[config.mk]
export PLATFORM = sky130hd
export DESIGN_NAME = mode_select_pulse_train
export DESIGN_NICKNAME = d
export VERILOG_FILES = /design/src/design/msp_pkg.sv /design/src/design/mode_select_pulse_train.sv
export SDC_FILE = /design/constraint.sdc
export NUM_CORES = 1
export LEC_CHECK = 0
export ABC_AREA = 1
export BUFFER_PORTS_ARGS = -buffer_cell sky130_fd_sc_hd__buf_2
export CAP_MARGIN = 20
export CORE_ASPECT_RATIO = 0.6
export CORE_UTILIZATION = 35
export DETAILED_ROUTE_END_ITERATION = 10
export GPL_ROUTABILITY_DRIVEN = 1
export GPL_TIMING_DRIVEN = 0
export PLACE_DENSITY = 0.49
export SLEW_MARGIN = 20
export SYNTH_ARGS = -nofsm -noshare
export SYNTH_HDL_FRONTEND = slang
export SYNTH_SLANG_ARGS = --single-unit
[constraint.sdc]
create_clock -name i_clk -period 5.2 [get_ports i_clk]
set_clock_uncertainty 0.1 [all_clocks]
set_input_delay 0 -clock i_clk [delete_from_list [all_inputs] [get_ports i_clk]]
set_output_delay 0 -clock i_clk [all_outputs]
set_load 0.05 [all_outputs]
[src/design/msp_pkg.sv]
package msp_pkg;

    localparam int NUM_SLOTS    = 4;
    localparam int PERIOD_TICKS = 100;

    localparam int NUM_REGS   = 4;
    localparam int REG_W      = 16;
    localparam int IDX_W      = $clog2(NUM_REGS);
    localparam int SLOT_W     = 2;
    localparam int NUM_PHASES = 2 * NUM_SLOTS;
    localparam int PH_W       = (NUM_PHASES > 1) ? $clog2(NUM_PHASES) : 1;
    localparam int POS_W      = $clog2(NUM_PHASES + 1);

    localparam logic [REG_W-1:0] PERIOD      = REG_W'(PERIOD_TICKS);
    localparam logic [REG_W-1:0] INTERVAL_RST = REG_W'(50);

    typedef enum logic {
        KIND_TICK = 1'b0,
        KIND_REQ  = 1'b1
    } t_kind;

    typedef enum logic [1:0] {
        MODE_IDLE  = 2'd0,
        MODE_ALT   = 2'd1,
        MODE_PULSE = 2'd2,
        MODE_THIRD = 2'd3
    } t_mode;

    typedef struct packed {
        t_kind kind;
        t_mode requested_mode;
    } t_in_word;

    typedef struct packed {
        t_mode mode_now;
        logic  alt_pin;
        logic  pulse_pin;
        logic  third_pin;
        logic  train_busy;
        logic  rejected;
    } t_out_word;

endpackage

[src/design/mode_select_pulse_train.sv]
// mode select and pulse train
// input channel (i_in_valid / o_in_ready / i_in_word) carries one word per tick
// or mode change request; output channel (o_out_valid / i_out_ready /
// o_out_word) returns exactly one result word per input word, in order.
// config port: i_cfg_we writes i_cfg_data into interval register i_cfg_idx
// (high time of slots 0..3, clamped to the period); write only while idle.
// the result of an accepted word is registered and shows after the edge that
// accepts it. one word per cycle is sustained unless the receiver stalls,
// set by the single pass of clamp, phase search and counter update between
// the state and result registers. o_in_ready is high while the result
// register is empty or being taken, so a stalled receiver holds the result
// and stops new input after one word. reset clears mode, pins, pulse train
// state and the result valid; interval registers return to 50 ticks each.
module mode_select_pulse_train
    import msp_pkg::*;
(
    input  logic             i_clk,
    input  logic             i_rst_n,
    input  logic             i_in_valid,
    output logic             o_in_ready,
    input  t_in_word         i_in_word,
    output logic             o_out_valid,
    input  logic             i_out_ready,
    output t_out_word        o_out_word,
    input  logic             i_cfg_we,
    input  logic [IDX_W-1:0] i_cfg_idx,
    input  logic [REG_W-1:0] i_cfg_data
);

    logic [REG_W-1:0]  r_interval [NUM_REGS];
    t_mode             r_mode, n_mode;
    logic              r_running, n_running;
    logic [SLOT_W-1:0] r_slot, n_slot;
    logic              r_low, n_low;
    logic [REG_W-1:0]  r_count, n_count;
    logic [2:0]        r_pins, n_pins;
    logic              r_out_valid;
    t_out_word         r_out, n_out;

    logic              accept;
    logic              n_rejected;
    logic              do_enter;
    logic [POS_W-1:0]  start_pos;
    logic [REG_W-1:0]  phase_len [NUM_PHASES];
    logic              found;
    logic [PH_W-1:0]   found_pos;

    assign o_in_ready  = !r_out_valid || i_out_ready;
    assign accept      = i_in_valid && o_in_ready;
    assign o_out_valid = r_out_valid;
    assign o_out_word  = r_out;

    // a tick moves on from the current phase, a request can only start the train
    assign start_pos = (i_in_word.kind == KIND_TICK) ?
                       POS_W'({r_slot, r_low}) + POS_W'(1) : '0;

    // phase lengths: even entries high time, odd entries rest of the period
    always_comb begin
        logic [REG_W-1:0] hi;
        for (int s = 0; s < NUM_SLOTS; s++) begin
            hi = (r_interval[s] > PERIOD) ? PERIOD : r_interval[s];
            phase_len[2*s]     = hi;
            phase_len[2*s + 1] = PERIOD - hi;
        end
    end

    // first phase of non-zero length at or after start_pos
    always_comb begin
        found     = 1'b0;
        found_pos = '0;
        for (int p = NUM_PHASES - 1; p >= 0; p--) begin
            if (POS_W'(p) >= start_pos && phase_len[p] != '0) begin
                found     = 1'b1;
                found_pos = PH_W'(p);
            end
        end
    end

    always_comb begin
        n_mode     = r_mode;
        n_running  = r_running;
        n_slot     = r_slot;
        n_low      = r_low;
        n_count    = r_count;
        n_pins     = r_pins;
        n_rejected = 1'b0;
        do_enter   = 1'b0;

        if (i_in_word.kind == KIND_TICK) begin
            if (r_running) begin
                if (r_count > REG_W'(1)) begin
                    n_count = r_count - REG_W'(1);
                end else begin
                    do_enter = 1'b1;
                end
            end
        end else if (r_running) begin
            n_rejected = 1'b1;
        end else if (i_in_word.requested_mode == r_mode) begin
            n_rejected = 1'b0;
        end else if (r_mode == MODE_IDLE) begin
            n_mode = i_in_word.requested_mode;
            unique case (i_in_word.requested_mode)
                MODE_ALT: begin
                    n_pins[0] = 1'b1;
                end
                MODE_PULSE: begin
                    n_running = 1'b1;
                    do_enter  = 1'b1;
                end
                MODE_THIRD: begin
                    n_pins[2] = 1'b1;
                end
                default: begin
                    n_pins = r_pins;
                end
            endcase
        end else if (i_in_word.requested_mode != MODE_IDLE) begin
            n_rejected = 1'b1;
        end else begin
            n_mode = MODE_IDLE;
            n_pins = '0;
        end

        if (do_enter) begin
            if (found) begin
                n_slot    = SLOT_W'(found_pos >> 1);
                n_low     = found_pos[0];
                n_count   = phase_len[found_pos];
                n_pins[1] = !found_pos[0];
            end else begin
                // train over, pulse pin left high
                n_running = 1'b0;
                n_low     = 1'b0;
                n_count   = '0;
                n_pins[1] = 1'b1;
            end
        end

        n_out.mode_now   = n_mode;
        n_out.alt_pin    = n_pins[0];
        n_out.pulse_pin  = n_pins[1];
        n_out.third_pin  = n_pins[2];
        n_out.train_busy = n_running;
        n_out.rejected   = n_rejected;
    end

    always_ff @(posedge i_clk) begin
        if (!i_rst_n) begin
            for (int i = 0; i < NUM_REGS; i++) begin
                r_interval[i] <= INTERVAL_RST;
            end
        end else if (i_cfg_we) begin
            r_interval[i_cfg_idx] <= i_cfg_data;
        end
    end

    always_ff @(posedge i_clk) begin
        if (!i_rst_n) begin
            r_mode      <= MODE_IDLE;
            r_running   <= 1'b0;
            r_slot      <= '0;
            r_low       <= 1'b0;
            r_count     <= '0;
            r_pins      <= '0;
            r_out_valid <= 1'b0;
        end else begin
            if (accept) begin
                r_mode    <= n_mode;
                r_running <= n_running;
                r_slot    <= n_slot;
                r_low     <= n_low;
                r_count   <= n_count;
                r_pins    <= n_pins;
            end
            if (o_in_ready) begin
                r_out_valid <= i_in_valid;
            end
        end
    end

    always_ff @(posedge i_clk) begin
        if (accept) begin
            r_out <= n_out;
        end
    end

endmodule

==> qor.txt, run 1 <==
Post-DP Area: 6410 um2
HP Start: i_in_word[2]
Hold Path End: o_out_word[0]
initial antenna violation count: 1
Fmax: 229 MHz
R2R setup slack: 0.83 ns
total track usage: 21.0%
CTS tree: done
core region area: 16,400 um2
sequential area share after synthesis: 44.6%
full die area: 17,500 um2
Clk Latency, worst-skew pair: 0.36 ns
Syn Area/Cell: 7.33 um2
clock-pin slew on the worst setup and hold paths: 0.07 ns
Period minus WS final: 4.37 ns
Routed WL: 17.3 mm
drt first pass iters: 5
Yosys cell types: 44
Initial Utilization: 36.2%
clock root buffer: clkbuf_16
Std-Cell Rows: 36
RR Startpoint: r_interval[3][2]
pwr dens: 276 nW/um2
gpl congestion: 0.956
CP startpoint kind: flop
Crit. End Element: flop
final max-slew violation count: 0
number of global-route vias before repair: 5,033
total CTS buffers: 9
# fillers: 1,738
# diodes: 0
clk buf depth: 2
R2R depth: 23
CP required: 5.34 ns
WS Path Type: flop to flop
via-per-instance ratio: 4.92
first-pass GRT wire length: 27.4 mm
DRT antenna net count: 0
# clock sinks: 97
Crit path arrival time: 4.51 ns
routed vias: 5,491
Yosys Warn Count: 0
IO Port Bufs: 34
final instance area: 6940 um2
Syn-to-layout area delta: 16.6%
status: finished, final reports clean
share of cells above drive strength 1: 8.79%
Hold Path Depth: 3
number of flops mapped to enable cells by yosys: 71
sum of net half-perimeters after detailed placement: 13.4 mm
Peak VDD IR: 0.130 mV
FFs w/ async S/R, synth: 0%
Worst R2R End: r_count[0]
leakage: 0.00306 uW
Worst-Margin Slew: 0.903 ns
Setup violations, final: 0
largest net degree at the start of global routing: 18
final period utilization: 84.1%
largest fanout on the critical path: 7
global route overflow: 0
Max Cap Viol: 0
syn_nets: 845
Residual DRC: 0
Mapped Area: 5950 um2
min-delay worst type: primary input to flop
final net count: 915
flops & latches, synth: 97
TNS Setup: 0 ns
Die Span Y: 103 um
# IOs: 35
Fin. Hold Viols: 0
Worst slew margin: 39.0%
setup bufs post-CTS: 0
unrepaired setup endpoints after global routing: false
Syn Inst Count: 812
Iter 0 DRT Violations: 399
Main synth FF type: edfxtp_1
H-tree depth: 3
WL per Instance: 15.5 um
Die Width: 170 um
cell usage after synthesis (2+ instances only):
cell type | number | area [um2]
nor4_1 | 2 | 12.5
o21ai_1 | 4 | 20.0
nor2_1 | 134 | 503
o21ai_0 | 43 | 215
xor2_1 | 7 | 61.3
buf_6 | 3 | 33.8
ha_1 | 7 | 87.6
edfxtp_1 | 71 | 2130
a211oi_1 | 3 | 22.5
nand2_1 | 167 | 627
a21oi_1 | 41 | 205
inv_1 | 128 | 480
o31ai_1 | 2 | 15.0
nor2_2 | 4 | 25.0
dfxtp_1 | 26 | 521
nor3_1 | 19 | 95.1
nand3b_1 | 4 | 30.0
a31oi_1 | 2 | 12.5
nand2_2 | 9 | 56.3
clkbuf_1 | 12 | 45.0
xnor2_1 | 7 | 61.3
nand3_1 | 79 | 395
o32ai_1 | 2 | 17.5
nand4_1 | 10 | 62.6
o211ai_1 | 3 | 22.5
o2111ai_1 | 2 | 17.5
and2_1 | 2 | 12.5
buf_2 | 3 | 15.0
worst max-delay path by stage:
stage | slack [ns] | from | to | cells after the start
2_1_floorplan | 2.26 | r_interval[3][2] | r_count[3] | 29
3_3_place_gp | 1.10 | r_interval[3][2] | r_count[0] | 23
3_5_place_dp | 1.02 | r_interval[3][2] | r_count[0] | 23
4_1_cts | 0.99 | r_interval[3][2] | r_count[0] | 23
5_1_grt | 0.53 | r_interval[3][2] | r_count[4] | 24
6_report | 0.83 | r_interval[3][2] | r_count[0] | 23
critical path, stage by stage (launching register included):
cell	delay (ns)
edfxtp_1	0.44
nor2_1	0.21
nand2_1	0.08
nand2_1	0.06
inv_1	0.06
nand2_2	0.11
nand2_2	0.12
nor2_1	0.41
inv_1	0.09
ha_1	0.27
inv_1	0.11
o21ai_0	0.15
nand2_1	0.13
nor2_1	0.04
nand2_1	0.08
nand2_1	0.05
nand2_1	0.10
inv_1	0.09
nor2_1	0.57
inv_1	0.32
o21ai_0	0.25
a21oi_1	0.08
o21ai_0	0.21
a21oi_1	0.08
flip-flops by register name, summed over array words and instances, names as in the netlist:
name,flops
o_out_valid,1
o_out_word,7
r_count,16
r_interval,64
r_low,1
r_mode,2
r_pins,3
r_running,1
r_slot,2
layer usage:
metal,GRT usage (%),vias up,share of wire [%]
met5,0,-,0
met4,4.57,0,1.1
met3,5.99,14,8.7
met2,27.0,163,36
met1,33.3,2519,54
li1,-,2795,-
area by class of cell:
cell class                 instances  area [um2]  share of cell area (%)
sequential                        97        2650                    38.2
buffer                            20         105                    1.52
multi-input combinational        565        2710                    39.0
timing repair buffer              59         420                    6.06
clock inverter                     6        48.8                   0.704
clock buffer                      10         229                    3.30
tap                              228         285                    4.11
inverter                         130         488                    7.04
repair_timing:
action	in CTS	in global routing
resized for setup	0	0
endpoints found under the hold margin	58	0
hold buffers	25	0
logic make-up after synthesis:
family                     count (synthesis)  share of synthesized area [%]
adders and majority gates                  7                           1.47
and+or+nand+nor                          438                           32.1
DFF                                       97                           44.6
buffers and inverters                    150                           9.97
xor gates and xnor gates                  14                           2.06
AOI/OAI and AO/OA                        106                           9.78
through the flow:
step	hold slack, ns	total power [uW]	worst slack [ns]	instances	util (%)
after floorplan	0.0383	1170	2.26	812	-
after global routing	0.0821	2000	0.525	1115	42.2
after CTS	0.0191	1920	0.987	1115	42.2
after global placement	0.205	1260	1.10	1074	38.9
final	0.0388	1910	0.829	1115	42.2
after detailed placement	0.209	1270	1.02	1074	39.0
power breakdown:
part / internal, uW / leakage [uW] / switching, uW
combinational: 105 / 0.00202 / 236
clock: 331 / 0.000131 / 315
sequential: 893 / 0.000907 / 33.1
placed cells by master, fill, tap and decap left out, types with 3 or more instances in the layout:
| cell | instances |
|---|---|
| a211oi_1 | 3 |
| o21ai_1 | 4 |
| dlygate4sd3_1 | 25 |
| nor2_1 | 134 |
| nand3b_1 | 4 |
| ha_1 | 7 |
| buf_2 | 37 |
| nand2_1 | 167 |
| xor2_1 | 7 |
| a21oi_1 | 41 |
| o21ai_0 | 42 |
| nand4_1 | 10 |
| nor3_1 | 19 |
| o211ai_1 | 3 |
| edfxtp_1 | 71 |
| buf_6 | 3 |
| clkbuf_1 | 13 |
| nand3_1 | 79 |
| nor2_2 | 4 |
| nand2_2 | 9 |
| clkbuf_16 | 9 |
| dfxtp_1 | 26 |
| inv_1 | 128 |
| xnor2_1 | 7 |
(Power assumes the default switching activity.)
==> run 2: changes to the inputs <==
PLACE_DENSITY = 0.51   (was 0.49)
clock period = 3.85 ns   (was 5.2 ns; I/O delays follow)
==> qor.txt, run 2 (synthesized netlist as in run 1, its figures left out) <==
Period minus WS final: 3.62 ns (-0.753 ns)
Syn-to-layout area delta: 19.9%
Clk Latency, worst-skew pair: 0.36 ns (about the same)
Worst-Margin Slew: 0.835 ns (-0.0671 ns)
R2R depth: 28 (+22%)
core region area: 16,400 um2 (unchanged)
DRT antenna net count: 0 (unchanged)
Worst R2R End: r_count[2]
Residual DRC: 0 (unchanged)
most frequent cells in the layout: nand2_1 (167), nor2_1 (129), inv_1 (124)
Sw Share: 31.2% (+0.71 points)
Peak VDD IR: 0.243 mV (+87%)
Std-Cell Rows: 36 (unchanged)
Fmax: 276 MHz (+21%)
# fillers: 1,731 (-0.40%)
most common cell after layout, fill and taps aside: nand2_1
final max-slew violation count: 0 (unchanged)
HP Start: i_in_word[2]
Fin. Hold Viols: 0 (unchanged)
IO Port Bufs: 34 (unchanged)
max FFs per register: 64 (unchanged)
Hold Path End: o_out_word[0]
Setup violations, final: 0 (unchanged)
routed vias: 5,535 (+0.80%)
Post-DP Area: 6420 um2 (+0.18%)
final std cells w/o fill: 1,123 (+0.72%)
# clock sinks: 97 (unchanged)
DP Cell Count: 1,075 (+0.093%)
worst hold margin: 0.0637 ns (+0.0248 ns)
R2R setup slack: 0.23 ns (-0.60 ns)
Worst slew margin: 44.3% (+5.3 points)
RR Startpoint: r_interval[3][3]
clock-pin slew on the worst setup and hold paths: 0.08 ns (about the same)
CP required: 4.04 ns (-1.30 ns)
clock power share: 34.3% (+0.5 points)
sum of net half-perimeters after detailed placement: 13.1 mm (-2.0%)
CTS tree: done
P_sw: 823 uW (+41%)
Routed WL: 17.3 mm (about the same)
first-pass GRT wire length: 26.9 mm (-1.6%)
pwr dens: 369 nW/um2 (+34%)
share of cells above drive strength 1: 12.1% (+3.3 points)
WL per Instance: 15.4 um (-0.72%)
Die Span Y: 103 um (unchanged)
slowest library cell on the worst path: edfxtp_1
Die Width: 170 um (unchanged)
largest net degree at the start of global routing: 19 (+1)
combinational share of power: 18.1% (+0.3 points)
area of the multi-input gates: 2830 um2 (+4.4%)
internal power: 1810 uW (+36%)
H-tree depth: 3 (unchanged)
global route overflow: 0 (unchanged)
Initial Utilization: 36.2% (unchanged)
number of global-route vias before repair: 4,907 (-2.5%)
full die area: 17,500 um2 (unchanged)
final period utilization: 94.0% (+9.9 points)
final instance area: 7130 um2 (+2.9%)
Crit path arrival time: 3.81 ns (-0.70 ns)
Crit. End Element: flop
# diodes: 0 (unchanged)
via-per-instance ratio: 4.93 (about the same)
total CTS buffers: 9 (unchanged)
drt first pass iters: 5 (unchanged)
initial antenna violation count: 0 (-1)
Most flops, register: r_interval
flip-flop and latch area: 2650 um2 (unchanged)
leakage: 0.00314 uW (+2.7%)
CP startpoint kind: flop
min-delay worst type: primary input to flop
status: finished, final reports clean
clk buf depth: 2 (unchanged)
# IOs: 35 (unchanged)
Hold Path Depth: 3 (unchanged)
largest fanout on the critical path: 10 (+3)
total track usage: 20.6% (-0.35 points)
Flop pwr share: 47.6% (-0.8 points)
gpl congestion: 0.919 (-3.9%)
Max Cap Viol: 0 (unchanged)
cell mode on critical path: nand2_1
final net count: 923 (+0.87%)
clock root buffer: clkbuf_16
Iter 0 DRT Violations: 601 (+51%)
WS Path Type: flop to flop
worst stage delay on the critical path: 0.48 ns (-0.09 ns)
run 2: cell types whose count changed in the layout (fill, tap and decap cells not counted), sizes merged:
cell / change
clkinvlp: -2
clkbuf: +1
buf: +7
inv: +1
clkinv: +1
run 2: how the worst max path moves through the flow:
stage	startpoint	endpoint	slack, ns	cells past startpoint
floorplan	r_interval[3][2]	r_count[3]	0.91	29
detailed placement	r_interval[3][2]	r_count[0]	-0.21	23
finish	r_interval[3][3]	r_count[2]	0.23	28
CTS	r_interval[3][2]	r_count[3]	0.04	29
global placement	r_interval[3][3]	r_count[0]	-0.40	23
global route	r_interval[2][14]	r_count[2]	-0.02	27
run 2: power groups by stage:
stage | clock network (uW) | logic (uW) | registers, uW
2_1_floorplan | 0 | 284 | 1290
6_report | 903 | 477 | 1250
5_1_grt | 950 | 537 | 1270
3_5_place_dp | 0 | 436 | 1270
3_3_place_gp | 0 | 437 | 1270
4_1_cts | 911 | 455 | 1250
run 2: critical path: cells and delay by family, from the launching register on:
kind,cells,cell delay (ns)
adder cells (fa/ha/maj),1,0.22
AO/OA/AOI/OAI,2,0.33
AND/OR/NAND/NOR,21,1.94
flip-flops,1,0.48
buffers and inverters,4,0.48
run 2: layout make-up:
class,count,share of cell area (%)
timing repair buffer,67,6.79
buffer,20,1.56
clock buffer,10,3.21
inverter,130,6.84
sequential,97,37.2
multi-input combinational,565,39.6
tap,228,4.00
clock inverter,6,0.807
run 2: per-layer routing:
layer | vias to the layer above | GRT usage, % | share of wire (%)
met2 | 167 | 25.4 | 35
met4 | 0 | 3.95 | 0.72
met1 | 2534 | 34.6 | 56
met3 | 9 | 4.49 | 8.0
li1 | 2825 | - | -
met5 | - | 0 | 0
run 2: timing repair:
| action | CTS | global route |
|---|---|---|
| pin swaps | 0 | 4 |
| hold endpoints to repair | 54 | 0 |
| hold buffers | 25 | 0 |
| resized for setup | 2 | 32 |
| setup buffers | 0 | 7 |
| endpoints found under the setup margin | 10 | 15 |
run 2: per-stage QoR:
| stage | power [uW] | setup TNS [ns] | worst slack [ns] | util [%] |
|---|---|---|---|---|
| final | 2630 | 0 | 0.232 | 43.4 |
| after global routing | 2750 | -0.0243 | -0.0196 | 43.4 |
| after detailed placement | 1710 | -1.41 | -0.212 | 39.0 |
| after floorplan | 1580 | 0 | 0.909 | - |
| after global placement | 1710 | -3.04 | -0.396 | 38.9 |
| after CTS | 2620 | 0 | 0.0406 | 42.3 |
==> run 3: changes to the inputs <==
CORE_ASPECT_RATIO = not set   (was 0.6)
CTS_BUF_LIST = sky130_fd_sc_hd__clkbuf_4 sky130_fd_sc_hd__clkbuf_8   (was not set)
PLACE_DENSITY = 0.49   (was 0.51)
clock period = 4.4 ns   (was 3.85 ns; I/O delays follow)
==> qor.txt, run 3 (synthesized netlist as in run 1, its figures left out) <==
status: finished, final reports clean
CP required: 4.65 ns (+0.61 ns)
most common cell after layout, fill and taps aside: nand2_1
CP startpoint kind: flop
R2R depth: 24 (-14%)
leakage: 0.00303 uW (-3.5%)
Peak VDD IR: 0.174 mV (-28%)
WS Path Type: flop to flop
clock root buffer: clkbuf_8
Worst R2R End: r_count[6]
CTS Hold Bufs: 24 (-4.0%)
Worst slew margin: 43.5% (-0.81 points)
WL per Instance: 14.5 um (-5.8%)
routed vias: 5,432 (-1.9%)
area of the multi-input gates: 2710 um2 (-4.2%)
total CTS buffers: 9 (unchanged)
# fillers: 1,744 (+0.75%)
Flop pwr share: 52.5% (+4.9 points)
Die Span Y: 132 um (+29%)
Critical path origin: r_interval[3][3]
Hold Path End: o_out_word[5]
Most flops, register: r_interval
R2R setup slack: 0.41 ns (+0.18 ns)
Die Width: 132 um (-22%)
Syn-to-layout area delta: 14.9%
busiest layer in global routing: met2
number of global-route vias before repair: 5,196 (+5.9%)
Routed WL: 16.0 mm (-7.3%)
Crit path arrival time: 4.24 ns (+0.43 ns)
DRT antenna net count: 0 (unchanged)
max FFs per register: 64 (unchanged)
Std-Cell Rows: 47 (+31%)
P_sw: 631 uW (-23%)
H-tree depth: 3 (unchanged)
via-per-instance ratio: 4.91 (-0.35%)
Setup violations, final: 0 (unchanged)
final instance area: 6840 um2 (-4.2%)
internal power: 1450 uW (-20%)
post-CTS sizing: 0 (-2)
unrepaired setup endpoints after global routing: false
total track usage: 19.2% (-1.5 points)
setup bufs post-CTS: 0 (unchanged)
most frequent cells in the layout: nand2_1 (167), nor2_1 (134), inv_1 (128)
clock power share: 28.7% (-5.6 points)
Clk Latency, worst-skew pair: 0.39 ns (+0.03 ns)
final max-slew violation count: 0 (unchanged)
largest fanout on the critical path: 7 (-3)
final period utilization: 90.7% (-3.3 points)
full die area: 17,500 um2 (about the same)
final net count: 914 (-0.98%)
TNS Setup: 0 ns (unchanged)
GR Layer Usage met1: 24.3% (-10 points)
Iter 0 DRT Violations: 405 (-33%)
combinational share of power: 18.8% (+0.7 points)
# IOs: 35 (unchanged)
Fin. Hold Viols: 0 (unchanged)
flip-flop and latch area: 2650 um2 (unchanged)
initial antenna violation count: 0 (unchanged)
global route overflow: 0 (unchanged)
min-delay worst type: primary input to flop
# clock sinks: 97 (unchanged)
Crit. End Element: flop
sum of net half-perimeters after detailed placement: 12.0 mm (-8.1%)
RR Startpoint: r_interval[3][3]
clock-pin slew on the worst setup and hold paths: 0.10 ns (+0.02 ns)
M2 GR Usage: 32.0% (+6.6 points)
HP Start: i_in_word[0]
CTS tree: done
Max Cap Viol: 0 (unchanged)
pwr dens: 305 nW/um2 (-17%)
IO Port Bufs: 34 (unchanged)
drt first pass iters: 5 (unchanged)
Sw Share: 30.3% (-0.94 points)
routing usage on met3: 3.38% (-1.1 points)
first-pass GRT wire length: 26.2 mm (-2.7%)
gpl congestion: 0.857 (-6.7%)
Fmax: 251 MHz (-9.3%)
clk buf depth: 2 (unchanged)
Worst-Margin Slew: 0.844 ns (+0.00851 ns)
share of cells above drive strength 1: 8.92% (-3.2 points)
Period minus WS final: 3.99 ns (+0.372 ns)
Initial Utilization: 35.9% (-0.31 points)
# diodes: 0 (unchanged)
Residual DRC: 0 (unchanged)
Post-DP Area: 6400 um2 (-0.33%)
core region area: 16,600 um2 (+0.87%)
largest net degree at the start of global routing: 17 (-2)
Hold Path Depth: 3 (unchanged)
-- run 3: changes by cell type in the layout (fill, tap and decap cells not counted), moves of 3 or more --
| cell | delta |
|---|---|
| nand3_2 | -5 |
| inv_2 | -4 |
| clkbuf_8 | +9 |
| nor2_4 | -4 |
| nand3_1 | +5 |
| buf_4 | -7 |
| o21ai_2 | -3 |
| inv_1 | +4 |
| nor2_1 | +5 |
| clkbuf_16 | -9 |
-- run 3: worst max-delay path by stage --
stage	to	slack, ns	cells after the start
2_1_floorplan	r_count[3]	1.46	29
3_3_place_gp	r_count[6]	0.50	24
6_report	r_count[6]	0.41	24
4_1_cts	r_count[6]	0.47	24
3_5_place_dp	r_count[6]	0.47	24
5_1_grt	r_count[1]	0.05	22
-- run 3: power groups by stage --
stage                     combinational [uW]  clock, uW  sequential (uW)
after global placement                   369          0             1110
after floorplan                          248          0             1130
after CTS                                392        619             1090
after detailed placement                 374          0             1120
final                                    391        597             1090
after global routing                     442        656             1100
-- run 3: per-stage QoR --
step	cells	hold WS, ns	setup slack [ns]	util [%]	total power [uW]
after floorplan	812	0.0383	1.46	-	1380
after global placement	1066	0.198	0.499	38.6	1480
after detailed placement	1066	0.204	0.467	38.6	1490
after CTS	1106	0.00872	0.475	41.2	2110
after global routing	1106	0.0431	0.0538	41.2	2200
final	1106	0.0190	0.410	41.2	2080
-- run 3: final cells by class --
class / count / area share, %
Tap cell: 220 / 4.03
Clock buffer: 10 / 1.92
Timing Repair Buffer: 58 / 6.00
Clock inverter: 6 / 0.970
Buffer: 20 / 1.54
Sequential cell: 97 / 38.8
Multi-Input combinational cell: 565 / 39.6
Inverter: 130 / 7.14
-- run 3: critical path: stages, from the launching register on --
cell      delay, ns
edfxtp_1       0.47
nor2_1         0.22
nand2_1        0.08
nand2_1        0.06
inv_1          0.06
nand2_2        0.12
nand2_2        0.11
nor2_1         0.16
inv_1          0.06
ha_1           0.26
inv_1          0.11
o21ai_0        0.17
nand2_1        0.13
nor2_1         0.05
nand2_1        0.10
nand2_1        0.06
nand2_1        0.08
inv_1          0.07
nor2_1         0.42
inv_1          0.22
nor2_1         0.37
nand3_1        0.22
nand3b_1       0.17
nand2_1        0.06
inv_1          0.04
-- run 3: routing by layer --
layer / vias up / wire length (um) / share of wire (%)
met2: 150 / 7400 / 46
met3: 38 / 753 / 4.7
li1: 2784 / - / -
met5: - / 0 / 0
met1: 2460 / 7330 / 46
met4: 0 / 546 / 3.4
